File: src/rtl/hfbs_pkg.sv
// ----------------------------------------------------------------------------
// hfbs_pkg
// shared types and constants of the hdlc frame bit stuffer
// ----------------------------------------------------------------------------
package hfbs_pkg;

  localparam int CFG_IDX_W = 2;
  localparam int FLAG_CNT_W = 6;

  localparam logic [1:0] MODE_START    = 2'd0;
  localparam logic [1:0] MODE_DATA     = 2'd1;
  localparam logic [1:0] MODE_END_MORE = 2'd2;
  localparam logic [1:0] MODE_END_LAST = 2'd3;

  localparam logic [CFG_IDX_W-1:0] REG_PREAMBLE  = 2'd0;
  localparam logic [CFG_IDX_W-1:0] REG_POSTAMBLE = 2'd1;

  localparam logic [FLAG_CNT_W-1:0] FLAG_MAX      = 6'd60;
  localparam logic [FLAG_CNT_W-1:0] PREAMBLE_RST  = 6'd30;
  localparam logic [FLAG_CNT_W-1:0] POSTAMBLE_RST = 6'd2;

  localparam logic [7:0]  FLAG_BYTE = 8'h7E;
  localparam logic [7:0]  RUN_MASK  = 8'h7C;
  localparam logic [15:0] CRC_POLY  = 16'h8408;
  localparam logic [15:0] CRC_INIT  = 16'hFFFF;

  typedef enum logic [1:0] {
    SEL_DATA,
    SEL_FCS_LO,
    SEL_FCS_HI,
    SEL_FLAG
  } byte_sel_t;

  typedef struct packed {
    logic      accept;
    logic [1:0] mode;
    logic      load;
    byte_sel_t sel;
    logic      step;
    logic      flush;
  } dp_cmd_t;

  typedef struct packed {
    logic byte_end;
    logic flush_done;
  } dp_stat_t;

endpackage

File: src/rtl/hfbs_dp.sv
// ----------------------------------------------------------------------------
// hfbs_dp
// bit-serial datapath: crc, zero stuffing, byte packing and output register
// ----------------------------------------------------------------------------
module hfbs_dp (
  input  logic              clk,
  input  logic              rst,
  input  hfbs_pkg::dp_cmd_t cmd,
  input  logic [7:0]        data_byte,
  output hfbs_pkg::dp_stat_t stat,
  output logic [7:0]        out_byte,
  output logic              run_last,
  output logic              out_valid,
  input  logic              out_ready
);
  import hfbs_pkg::*;

  logic [7:0]  data_r;
  logic [15:0] fcs;
  logic [15:0] crc;
  logic [7:0]  cur;
  logic        is_flag;
  logic        crc_en;
  logic [2:0]  bit_idx;
  logic [7:0]  shifter;
  logic [2:0]  count;
  logic [7:0]  pend;
  logic        pend_v;

  logic        stuff;
  logic        line_bit;
  logic [7:0]  pushed;
  logic [2:0]  count_next;
  logic        full;
  logic        out_free;
  logic        advance;
  logic        fb;
  logic [15:0] crc_next;
  logic        flush_move;
  logic        out_load;

  always_comb begin
    stuff      = (!is_flag || (bit_idx == 3'd0)) && ((shifter & RUN_MASK) == RUN_MASK);
    line_bit   = stuff ? 1'b0 : cur[bit_idx];
    pushed     = shifter | {line_bit, 7'd0};
    count_next = count + 3'd1;
    full       = (count_next == 3'd0);
    out_free   = !out_valid || out_ready;
    advance    = cmd.step && (!full || !pend_v || out_free);
    fb         = crc[0] ^ line_bit;
    crc_next   = {1'b0, crc[15:1]} ^ (fb ? CRC_POLY : 16'd0);
    flush_move = cmd.flush && pend_v && out_free;
    out_load   = (advance && full && pend_v) || flush_move;
    stat.byte_end   = advance && !stuff && (bit_idx == 3'd7);
    stat.flush_done = !pend_v || out_free;
  end

  // control state and the model's line state
  always_ff @(posedge clk) begin
    if (rst) begin
      crc       <= CRC_INIT;
      shifter   <= 8'd0;
      count     <= 3'd0;
      pend_v    <= 1'b0;
      out_valid <= 1'b0;
      bit_idx   <= 3'd0;
    end else begin
      if (out_load) begin
        out_valid <= 1'b1;
      end else if (out_valid && out_ready) begin
        out_valid <= 1'b0;
      end
      if (cmd.accept && (cmd.mode != MODE_DATA)) begin
        crc <= CRC_INIT;
      end
      if (cmd.load) begin
        bit_idx <= 3'd0;
      end
      if (advance) begin
        shifter <= {1'b0, pushed[7:1]};
        count   <= count_next;
        if (full) begin
          pend_v <= 1'b1;
        end
        if (!stuff) begin
          bit_idx <= bit_idx + 3'd1;
          if (crc_en) begin
            crc <= crc_next;
          end
        end
      end
      if (flush_move) begin
        pend_v <= 1'b0;
      end
    end
  end

  // payload
  always_ff @(posedge clk) begin
    if (cmd.accept) begin
      data_r <= data_byte;
      if (cmd.mode == MODE_END_MORE || cmd.mode == MODE_END_LAST) begin
        fcs <= ~crc;
      end
    end
    if (cmd.load) begin
      unique case (cmd.sel)
        SEL_DATA:   cur <= data_r;
        SEL_FCS_LO: cur <= fcs[7:0];
        SEL_FCS_HI: cur <= fcs[15:8];
        SEL_FLAG:   cur <= FLAG_BYTE;
        default:    cur <= FLAG_BYTE;
      endcase
      is_flag <= (cmd.sel == SEL_FLAG);
      crc_en  <= (cmd.sel == SEL_DATA);
    end
    if (advance && full) begin
      if (pend_v) begin
        out_byte <= pend;
        run_last <= 1'b0;
      end
      pend <= pushed;
    end
    if (flush_move) begin
      out_byte <= pend;
      run_last <= 1'b1;
    end
  end

  a_stall_hold: assert property (@(posedge clk) disable iff (rst)
    cmd.step && full && pend_v && !out_free |=> $stable(shifter) && $stable(count))
    else $error("line state moved while output was blocked");

  a_flush_last: assert property (@(posedge clk) disable iff (rst)
    flush_move |=> out_valid && run_last && !pend_v)
    else $error("flush did not present last beat");

  a_crc_restart: assert property (@(posedge clk) disable iff (rst)
    cmd.accept && (cmd.mode != MODE_DATA) |=> crc == CRC_INIT)
    else $error("crc not restarted");

endmodule

File: src/rtl/hfbs_ctrl.sv
// ----------------------------------------------------------------------------
// hfbs_ctrl
// command sequencer: byte order per command, flag counts, config registers
// ----------------------------------------------------------------------------
module hfbs_ctrl (
  input  logic                           clk,
  input  logic                           rst,
  input  logic                           in_valid,
  output logic                           in_ready,
  input  logic [1:0]                     mode,
  input  logic                           cfg_valid,
  output logic                           cfg_ready,
  input  logic [hfbs_pkg::CFG_IDX_W-1:0] cfg_index,
  input  logic [hfbs_pkg::FLAG_CNT_W-1:0] cfg_data,
  output hfbs_pkg::dp_cmd_t              cmd,
  input  hfbs_pkg::dp_stat_t             stat
);
  import hfbs_pkg::*;

  typedef enum logic [1:0] {
    ST_IDLE,
    ST_LOAD,
    ST_SEND,
    ST_FLUSH
  } state_t;

  state_t                state;
  byte_sel_t             phase;
  logic [FLAG_CNT_W-1:0] flag_cnt;
  logic [FLAG_CNT_W-1:0] preamble;
  logic [FLAG_CNT_W-1:0] postamble;
  logic [FLAG_CNT_W-1:0] cfg_sat;

  assign in_ready  = (state == ST_IDLE);
  assign cfg_ready = 1'b1;
  assign cfg_sat   = (cfg_data > FLAG_MAX) ? FLAG_MAX : cfg_data;

  always_comb begin
    cmd.accept = in_valid && (state == ST_IDLE);
    cmd.mode   = mode;
    cmd.load   = (state == ST_LOAD);
    cmd.sel    = phase;
    cmd.step   = (state == ST_SEND);
    cmd.flush  = (state == ST_FLUSH);
  end

  always_ff @(posedge clk) begin
    if (rst) begin
      state     <= ST_IDLE;
      phase     <= SEL_DATA;
      flag_cnt  <= '0;
      preamble  <= PREAMBLE_RST;
      postamble <= POSTAMBLE_RST;
    end else begin
      if (cfg_valid) begin
        unique case (cfg_index)
          REG_PREAMBLE:  preamble  <= cfg_sat;
          REG_POSTAMBLE: postamble <= cfg_sat;
          default: ;
        endcase
      end
      unique case (state)
        ST_IDLE: begin
          if (in_valid) begin
            unique case (mode)
              MODE_START: begin
                phase    <= SEL_FLAG;
                flag_cnt <= preamble;
                state    <= (preamble == '0) ? ST_FLUSH : ST_LOAD;
              end
              MODE_DATA: begin
                phase <= SEL_DATA;
                state <= ST_LOAD;
              end
              MODE_END_MORE: begin
                phase    <= SEL_FCS_LO;
                flag_cnt <= FLAG_CNT_W'(1);
                state    <= ST_LOAD;
              end
              default: begin
                phase    <= SEL_FCS_LO;
                flag_cnt <= postamble;
                state    <= ST_LOAD;
              end
            endcase
          end
        end
        ST_LOAD: state <= ST_SEND;
        ST_SEND: begin
          if (stat.byte_end) begin
            unique case (phase)
              SEL_DATA: state <= ST_FLUSH;
              SEL_FCS_LO: begin
                phase <= SEL_FCS_HI;
                state <= ST_LOAD;
              end
              SEL_FCS_HI: begin
                phase <= SEL_FLAG;
                state <= (flag_cnt == '0) ? ST_FLUSH : ST_LOAD;
              end
              default: begin
                flag_cnt <= flag_cnt - FLAG_CNT_W'(1);
                state    <= (flag_cnt == FLAG_CNT_W'(1)) ? ST_FLUSH : ST_LOAD;
              end
            endcase
          end
        end
        ST_FLUSH: begin
          if (stat.flush_done) begin
            state <= ST_IDLE;
          end
        end
        default: state <= ST_IDLE;
      endcase
    end
  end

  a_step_only_send: assert property (@(posedge clk) disable iff (rst)
    stat.byte_end |-> state == ST_SEND)
    else $error("byte end outside send");

  a_flag_nonzero: assert property (@(posedge clk) disable iff (rst)
    state == ST_SEND && phase == SEL_FLAG |-> flag_cnt != '0)
    else $error("sending flag with empty count");

  a_load_to_send: assert property (@(posedge clk) disable iff (rst)
    state == ST_LOAD |=> state == ST_SEND && $stable(phase))
    else $error("load not followed by send");

endmodule

File: src/rtl/hdlc_frame_bit_stuffer_top.sv
// ----------------------------------------------------------------------------
// hdlc_frame_bit_stuffer_top
// hdlc framer: flags, crc-16 fcs, zero-bit stuffing, packed line bytes
// ----------------------------------------------------------------------------
// channel   dir  signals                          content
// s_*       in   s_tvalid s_tready s_tdata s_tuser  command beat
// m_*       out  m_tvalid m_tready m_tdata m_tlast  packed line byte
// cfg_*     in   cfg_valid cfg_ready cfg_index cfg_data  flag count write
//
// one line bit per cycle from a bit-serial shifter while sending and not held by
// the output; each frame byte is loaded, then shifted out with one extra zero per stuff
// a command is accepted, sends its bytes, then flushes the last beat;
// the flush waits while the output register is held
// an output beat waits in a pending stage and an output register
// a stalled m_tready holds the shifter only when both are full
// synchronous reset, no clearing pass
module hdlc_frame_bit_stuffer_top (
  input  logic                            clk,
  input  logic                            rst,
  input  logic                            s_tvalid,
  output logic                            s_tready,
  input  logic [7:0]                      s_tdata,   // data_byte
  input  logic [1:0]                      s_tuser,   // mode
  output logic                            m_tvalid,
  input  logic                            m_tready,
  output logic [7:0]                      m_tdata,   // out_byte
  output logic                            m_tlast,
  input  logic                            cfg_valid,
  output logic                            cfg_ready,
  input  logic [hfbs_pkg::CFG_IDX_W-1:0]  cfg_index,
  input  logic [hfbs_pkg::FLAG_CNT_W-1:0] cfg_data
);
  import hfbs_pkg::*;

  dp_cmd_t  cmd;
  dp_stat_t stat;

  hfbs_ctrl u_ctrl (
    .clk       (clk),
    .rst       (rst),
    .in_valid  (s_tvalid),
    .in_ready  (s_tready),
    .mode      (s_tuser),
    .cfg_valid (cfg_valid),
    .cfg_ready (cfg_ready),
    .cfg_index (cfg_index),
    .cfg_data  (cfg_data),
    .cmd       (cmd),
    .stat      (stat)
  );

  hfbs_dp u_dp (
    .clk       (clk),
    .rst       (rst),
    .cmd       (cmd),
    .data_byte (s_tdata),
    .stat      (stat),
    .out_byte  (m_tdata),
    .run_last  (m_tlast),
    .out_valid (m_tvalid),
    .out_ready (m_tready)
  );

endmodule
File: config.mk
export PLATFORM = sky130hd
export DESIGN_NAME = hdlc_frame_bit_stuffer_top
export DESIGN_NICKNAME = d
export VERILOG_FILES = /design/src/rtl/hfbs_pkg.sv /design/src/rtl/hfbs_dp.sv /design/src/rtl/hfbs_ctrl.sv /design/src/rtl/hdlc_frame_bit_stuffer_top.sv
export SDC_FILE = /design/constraint.sdc
export NUM_CORES = 1
export LEC_CHECK = 0
export BUFFER_PORTS_ARGS = -buffer_cell sky130_fd_sc_hd__buf_4
export CAP_MARGIN = 0
export CORE_ASPECT_RATIO = 0.6
export CORE_UTILIZATION = 58
export CTS_CLUSTER_SIZE = 30
export DETAILED_ROUTE_END_ITERATION = 16
export PLACE_DENSITY = 0.88
export SYNTH_ARGS = -nofsm -noshare
export SYNTH_HDL_FRONTEND = slang
export SYNTH_SLANG_ARGS = --single-unit
File: constraint.sdc
create_clock -name clk -period 2.55 [get_ports clk]
set_clock_uncertainty 0.1 [all_clocks]
set_input_delay 0.1275 -clock clk [delete_from_list [all_inputs] [get_ports clk]]
set_output_delay 0.1275 -clock clk [all_outputs]
set_load 0.1 [all_outputs]
==> metrics.cfg, run 1 <==
[floorplan]
dieArea_sq_mm = 0.00818
io_pins = 35
fp.dieW_um = 116
fp.coreArea_sq_mm = 0.00742
die_y_um = 70.4
rows = 24
initial_core_util_pct = 61.0

[synth]
avgSynthCellArea_sq_um = 11.0
synth_top_area_share_pct = 33.2
yosysWarnings = 0
synth_cells = 411
yosys_most_used_dff = dfxtp_1
synth_area_leaders = edfxtp_1 (33%), dfxtp_1 (24%), mux2i_1 (3.5%)
synth.distinct_cells = 58
synth_seq_area_share_pct = 57.0
syn_area_sq_mm = 0.00453
synth_edf_count = 50
synth_area_leader_cell = edfxtp_1
synth-async-reset-ratio_pct = 0
synth_fp_nets = 446
ys_ff_latch = 104

[worst_setup_path]
arrival_ns = 2.55
required_ns = 2.65
critical_path.max_stage_delay_ns = 0.48
path_cells = inv_1 > ha_1 > nor2b_1 > o211ai_1 > nand3_2 > o21ai_0 > o211ai_2
path_delay_family = compound AO/OA/AOI/OAI gates
crit_type = reg -> reg
cp_max_fo = 17
cp-start-kind = flop
worst_setup_path_end_kind = flop
crit_slowest_cell = dfxtp_1
path_buf_inv = 1

[placed_design]
portBuffers = 33
placed_cells = 531
place_area_sq_mm = 0.00485
hpwlAfterDp_um = 6380
place.gp.congestion = 0.787

[grt]
grt.busiest_layer = met2
antenna_found_initial = 0
grt_pass1_vias = 3161
gr-total-overflow = 0
grt_usage_pct = 25.7
grt_start_max_net_pins = 32
met2_usage_pct = 39.6
grt_pass1_wl_um = 15700
use_met3_pct = 6.51
use_met1_pct = 35.8

[power_and_ir_drop]
ir_worst_vdd_mv = 0.480
power.density_mw_per_mm2 = 715
p_leak_nw = 2.16

[sta]
setup_viol = 0
hold_viol = 0
max_freq_mhz = 409
max_slew_margin_pct = 45.1
fin_crit_sh_pct = 95.8
rsz0062_at_grt = yes
worst_pin_slew_ns = 0.822
maxSlewViolCount = 0
min_period_ns = 2.44

[cts]
clock_latency_ns = 0.35
cts_tree = yes
clk_pin_slew_ns = 0.07
cts_htree_levels = 3
clock_sinks = 104
cts_buffer_depth = 2
postCtsSetupBuffers = 0
cts_root_buffer = clkbuf_16
cts_buffers = 9

[routing]
wire_per_inst_um = 17.0
wl_um = 9560
drtAntennaViolNets = 0
num_vias = 3288
drtIter0Drc = 401
drtPass1Iterations = 5
viasPerCell = 5.86
post-route-drc-count = 0

[job]
maxCapViolations = 0

[finish]
final_area_sq_mm = 0.00532
syn_to_final_growth_pct = 17.5
diodes = 0
nets = 487
utilization_pct = 71.8
drive_above_1_share_pct = 16.8
stdcell_count = 561

[min_path]
hp-class = in -> reg

[status]
status = complete, no violations

[per-layer routing]
metal	wire (um)	vias to the layer above
met5	0	-
met4	105	0
li1	-	1555
met1	4490	1624
met3	430	9
met2	4530	100
[kinds of logic (layout without fill, tap and decap cells)]
kind of cell	after synthesis	in the layout	share of synthesized area, %
AO/OA/AOI/OAI	81	81	12.5
XOR/XNOR	9	9	2.35
adder cells (fa/ha/maj)	12	12	3.32
buffers and inverters	52	98	4.64
flip-flops	104	104	57.0
multiplexers	23	23	5.61
other	1	1	0.0828
AND/OR/NAND/NOR	129	129	14.5
[cell usage after synthesis (6+ instances only)]
cell type,instances
inv_1,27
clkbuf_1,15
nor2_1,40
a221o_1,6
edfxtp_1,50
mux2_2,6
mux2i_1,16
dfxtp_1,54
nor2b_1,7
nor3_1,22
ha_1,12
o21ai_1,15
nand2_1,26
a21oi_1,17
o21ai_0,8
[through the flow]
step | setup TNS, ns | setup slack, ns | hold WS (ns) | power [mW]
after floorplan | 0 | 0.0157 | 0.126 | 2.20
after global placement | 0 | 0.308 | 0.206 | 2.30
after detailed placement | 0 | 0.203 | 0.207 | 2.33
after CTS | 0 | 0.152 | 0.00683 | 3.81
after global routing | -0.00228 | -0.00228 | 0.0417 | 3.92
final | 0 | 0.108 | 0.0208 | 3.81
[cells in the final DEF, fill, tap and decap left out, drive strengths merged, types with 9 or more instances in the layout]
master       netlist  routed
dfxtp             54      54
edfxtp            50      50
nor2              40      40
buf                6      38
inv               30      32
nand2             26      26
o21ai             23      23
nor3              22      22
a21oi             17      17
mux2i             16      16
dlygate4sd3        0      14
ha                12      12
clkbuf            16       9
[power breakdown]
group	switching, mW	internal, mW
sequential	0.0405	1.82
combinational	0.280	0.186
clock	0.616	0.868
[worst paths after layout]
path / startpoint / end / slack, ns / cells after the start
max reg2reg: u_dp.bit_idx[0] / u_dp.crc[10] / 0.11 / 7
max: u_dp.bit_idx[0] / u_dp.crc[10] / 0.11 / 7
min: m_tready / u_dp.out_valid / 0.02 / 3
min reg2reg: u_dp.pend[0] / u_dp.out_byte[0] / 0.32 / 0
[worst min-delay path: cells and delay by family]
kind | cells | cell delay, ns
AO/OA/AOI/OAI | 1 | 0.07
AND/OR/NAND/NOR | 1 | 0.14
buffers and inverters | 1 | 0.08
[sequential cells by signal, indices dropped and copies added, names as in the netlist, 7 cells and up]
signal         flops
u_dp.out_byte      8
u_dp.cur           8
u_dp.shifter       7
u_dp.crc          16
u_dp.pend          8
u_dp.fcs          16
u_dp.data_r        8
[repair_timing]
item,in CTS,in global routing
hold endpoints to repair,19,0
hold buffers,14,0
gates resized for setup,0,2
setup endpoints to repair,0,7
[area by class of cell]
type	count	area, sq um
clock buffers	9	225
clock inverters	7	101
fillers	514	2090
inverters	30	113
multi-input cells	255	1750
flip-flops and latches	104	2580
well taps	104	130
repair buffers	52	425
Power figures use the tool's default switching activity.
==> run 2: changes to the inputs <==
--- a/constraint.sdc
+++ b/constraint.sdc
@@ -4,2 +4,2 @@
 set_output_delay 0.1275 -clock clk [all_outputs]
-set_load 0.1 [all_outputs]
+set_load 0.02 [all_outputs]
==> run 2 against run 1 <==
  * Clock-buffer cell count is the same
  * Register-to-register slack is essentially flat
  * Global-route usage grew 0.98 points
  * Sequential power is essentially flat
  * Largest cell class unchanged
  * Worst hold slack lost 0.0068 ns
  * Critical path type unchanged
  * Clock power shrank 6%
  * First-iteration DRC count shrank 11%
  * Critical path depth shrank 2
  * Power shrank 2.9%
==> metrics.cfg, run 2 (synthesized netlist as in run 1, its figures left out) <==
[worst_setup_path]
cp_max_fo = 14  ; -3
worst_r2r_endpoint = u_ctrl.state[1]
reg2reg_from = u_ctrl.state[1]
reg2reg_depth = 5  ; -2
crit_type = reg -> reg
worst_setup_path_end_kind = flop
cp-start-kind = flop
arrival_ns = 2.56  ; about the same
required_ns = 2.67  ; +0.02 ns
regToRegSetupSlack_ns = 0.11  ; about the same

[floorplan]
fp.coreArea_sq_mm = 0.00742  ; unchanged
fp.dieW_um = 116  ; unchanged
dieArea_sq_mm = 0.00818  ; unchanged
io_pins = 35  ; unchanged
initial_core_util_pct = 61.0  ; unchanged
die_y_um = 70.4  ; unchanged
rows = 24  ; unchanged

[finish]
final_cell_mix = dfxtp_1 (54), edfxtp_1 (50), nor2_1 (40)
layout_commonest_cell = dfxtp_1
top_regs = u_dp.crc (16), u_dp.fcs (16)
multiInputGateArea_sq_mm = 0.00174  ; -0.57%
final_area_sq_mm = 0.00530  ; -0.49%
syn_to_final_growth_pct = 17.0
fillers = 529  ; +2.9%
drive_above_1_share_pct = 16.4  ; -0.47 points
regArea_sq_mm = 0.00258  ; unchanged
diodes = 0  ; unchanged
nets = 488  ; +0.21%

[grt]
grt_pass1_wl_um = 16000  ; +2.2%
antenna_found_initial = 0  ; unchanged
grt_pass1_vias = 3201  ; +1.3%
grt_start_max_net_pins = 32  ; unchanged
gr-total-overflow = 0  ; unchanged
grt_usage_pct = 26.6  ; +0.98 points

[sta]
rsz0062_at_grt = no
setup_tns_ns = 0  ; unchanged
setup_viol = 0  ; unchanged
worst_pin_slew_ns = 1.01  ; +0.186 ns
maxSlewViolCount = 0  ; unchanged
fin_crit_sh_pct = 95.8  ; about the same
max_slew_margin_pct = 32.6  ; -13 points
max_freq_mhz = 409  ; about the same
hold_viol = 0  ; unchanged
min_period_ns = 2.44  ; +0.000656 ns

[routing]
wire_per_inst_um = 17.8  ; +4.3%
wl_um = 9980  ; +4.4%
drtIter0Drc = 355  ; -11%
drtPass1Iterations = 5  ; unchanged
drtAntennaViolNets = 0  ; unchanged
viasPerCell = 5.87  ; +0.19%
num_vias = 3300  ; +0.36%
post-route-drc-count = 0  ; unchanged

[cts]
cts_tree = yes
clock_sinks = 104  ; unchanged
postCtsSetupBuffers = 0  ; unchanged
clock_latency_ns = 0.35  ; about the same
cts_buffers = 9  ; unchanged
cts_root_buffer = clkbuf_16
cts_buffer_depth = 2  ; unchanged
cts_htree_levels = 3  ; unchanged
clk_pin_slew_ns = 0.07  ; about the same

[power_and_ir_drop]
p_leak_nw = 2.16  ; about the same
power.density_mw_per_mm2 = 698  ; -2.5%
ir_worst_vdd_mv = 0.346  ; -28%

[placed_design]
hpwlAfterDp_um = 6550  ; +2.7%
place_area_sq_mm = 0.00485  ; +0.10%
portBuffers = 33  ; unchanged
place.gp.congestion = 0.799  ; +1.5%

[min_path]
hp-class = in -> reg
hold_start = m_tready
holdPathStages = 3  ; unchanged
min_to = u_dp.out_valid

[job]
maxCapViolations = 0  ; unchanged

[status]
status = complete, no violations

run 2: worst max-delay path by stage:
stage	endpoint	cells past startpoint	slack (ns)	start
after global placement	u_dp.crc[10]	7	0.32	u_dp.bit_idx[0]
after floorplan	u_dp.crc[5]	9	0.54	u_dp.bit_idx[0]
after CTS	u_dp.crc[10]	7	0.17	u_dp.bit_idx[0]
after global routing	u_dp.crc[10]	7	0.009	u_dp.bit_idx[0]
after detailed placement	u_dp.crc[3]	5	0.23	u_ctrl.state[1]
final	u_ctrl.state[1]	5	0.11	u_ctrl.state[1]
run 2: routing by layer:
metal / GRT usage (%) / wire length (um) / vias up / share of wire [%]
met5: 0 / 0 / - / 0
met4: 7.69 / 131 / 0 / 1.3
met3: 8.16 / 694 / 15 / 7.0
met2: 41.8 / 4760 / 120 / 48
met1: 35.5 / 4390 / 1610 / 44
li1: - / - / 1555 / -
run 2: metrics by stage:
stage	utilization, %	power [mW]	hold WS [ns]	std cells	setup slack (ns)
floorplan	-	2.17	0.126	411	0.536
global placement	65.4	2.28	0.206	532	0.324
detailed placement	65.4	2.30	0.207	532	0.226
CTS	71.4	3.68	0.00665	562	0.173
global route	71.4	3.81	0.0285	562	0.00948
finish	71.4	3.69	0.0140	562	0.107
run 2: power by group:
part	switching, mW	total, mW	internal, mW	leakage (nW)
logic	0.252	0.438	0.186	1.09
clock network	0.625	1.39	0.770	0.146
registers	0.0464	1.86	1.82	0.915
run 2: what timing repair did:
item                                   in CTS  in global routing
resized for setup                           0                  0
hold buffers                               14                  0
endpoints found under the hold margin      18                  0
run 2: area by class of cell:
cell class	count	area share, %
Clock buffer	9	4.25
Timing Repair Buffer	53	8.17
Multi-Input combinational cell	255	32.8
Sequential cell	104	48.8
Tap cell	104	2.46
Inverter	30	2.13
Clock inverter	7	1.46
run 2: critical path, stage by stage, from the launching register on:
cell and delay [ns]:
dfxtp_1 0.60, nand2b_1 0.36, a41oi_2 0.49, nand2_1 0.22
o41ai_1 0.43, a211oi_1 0.12
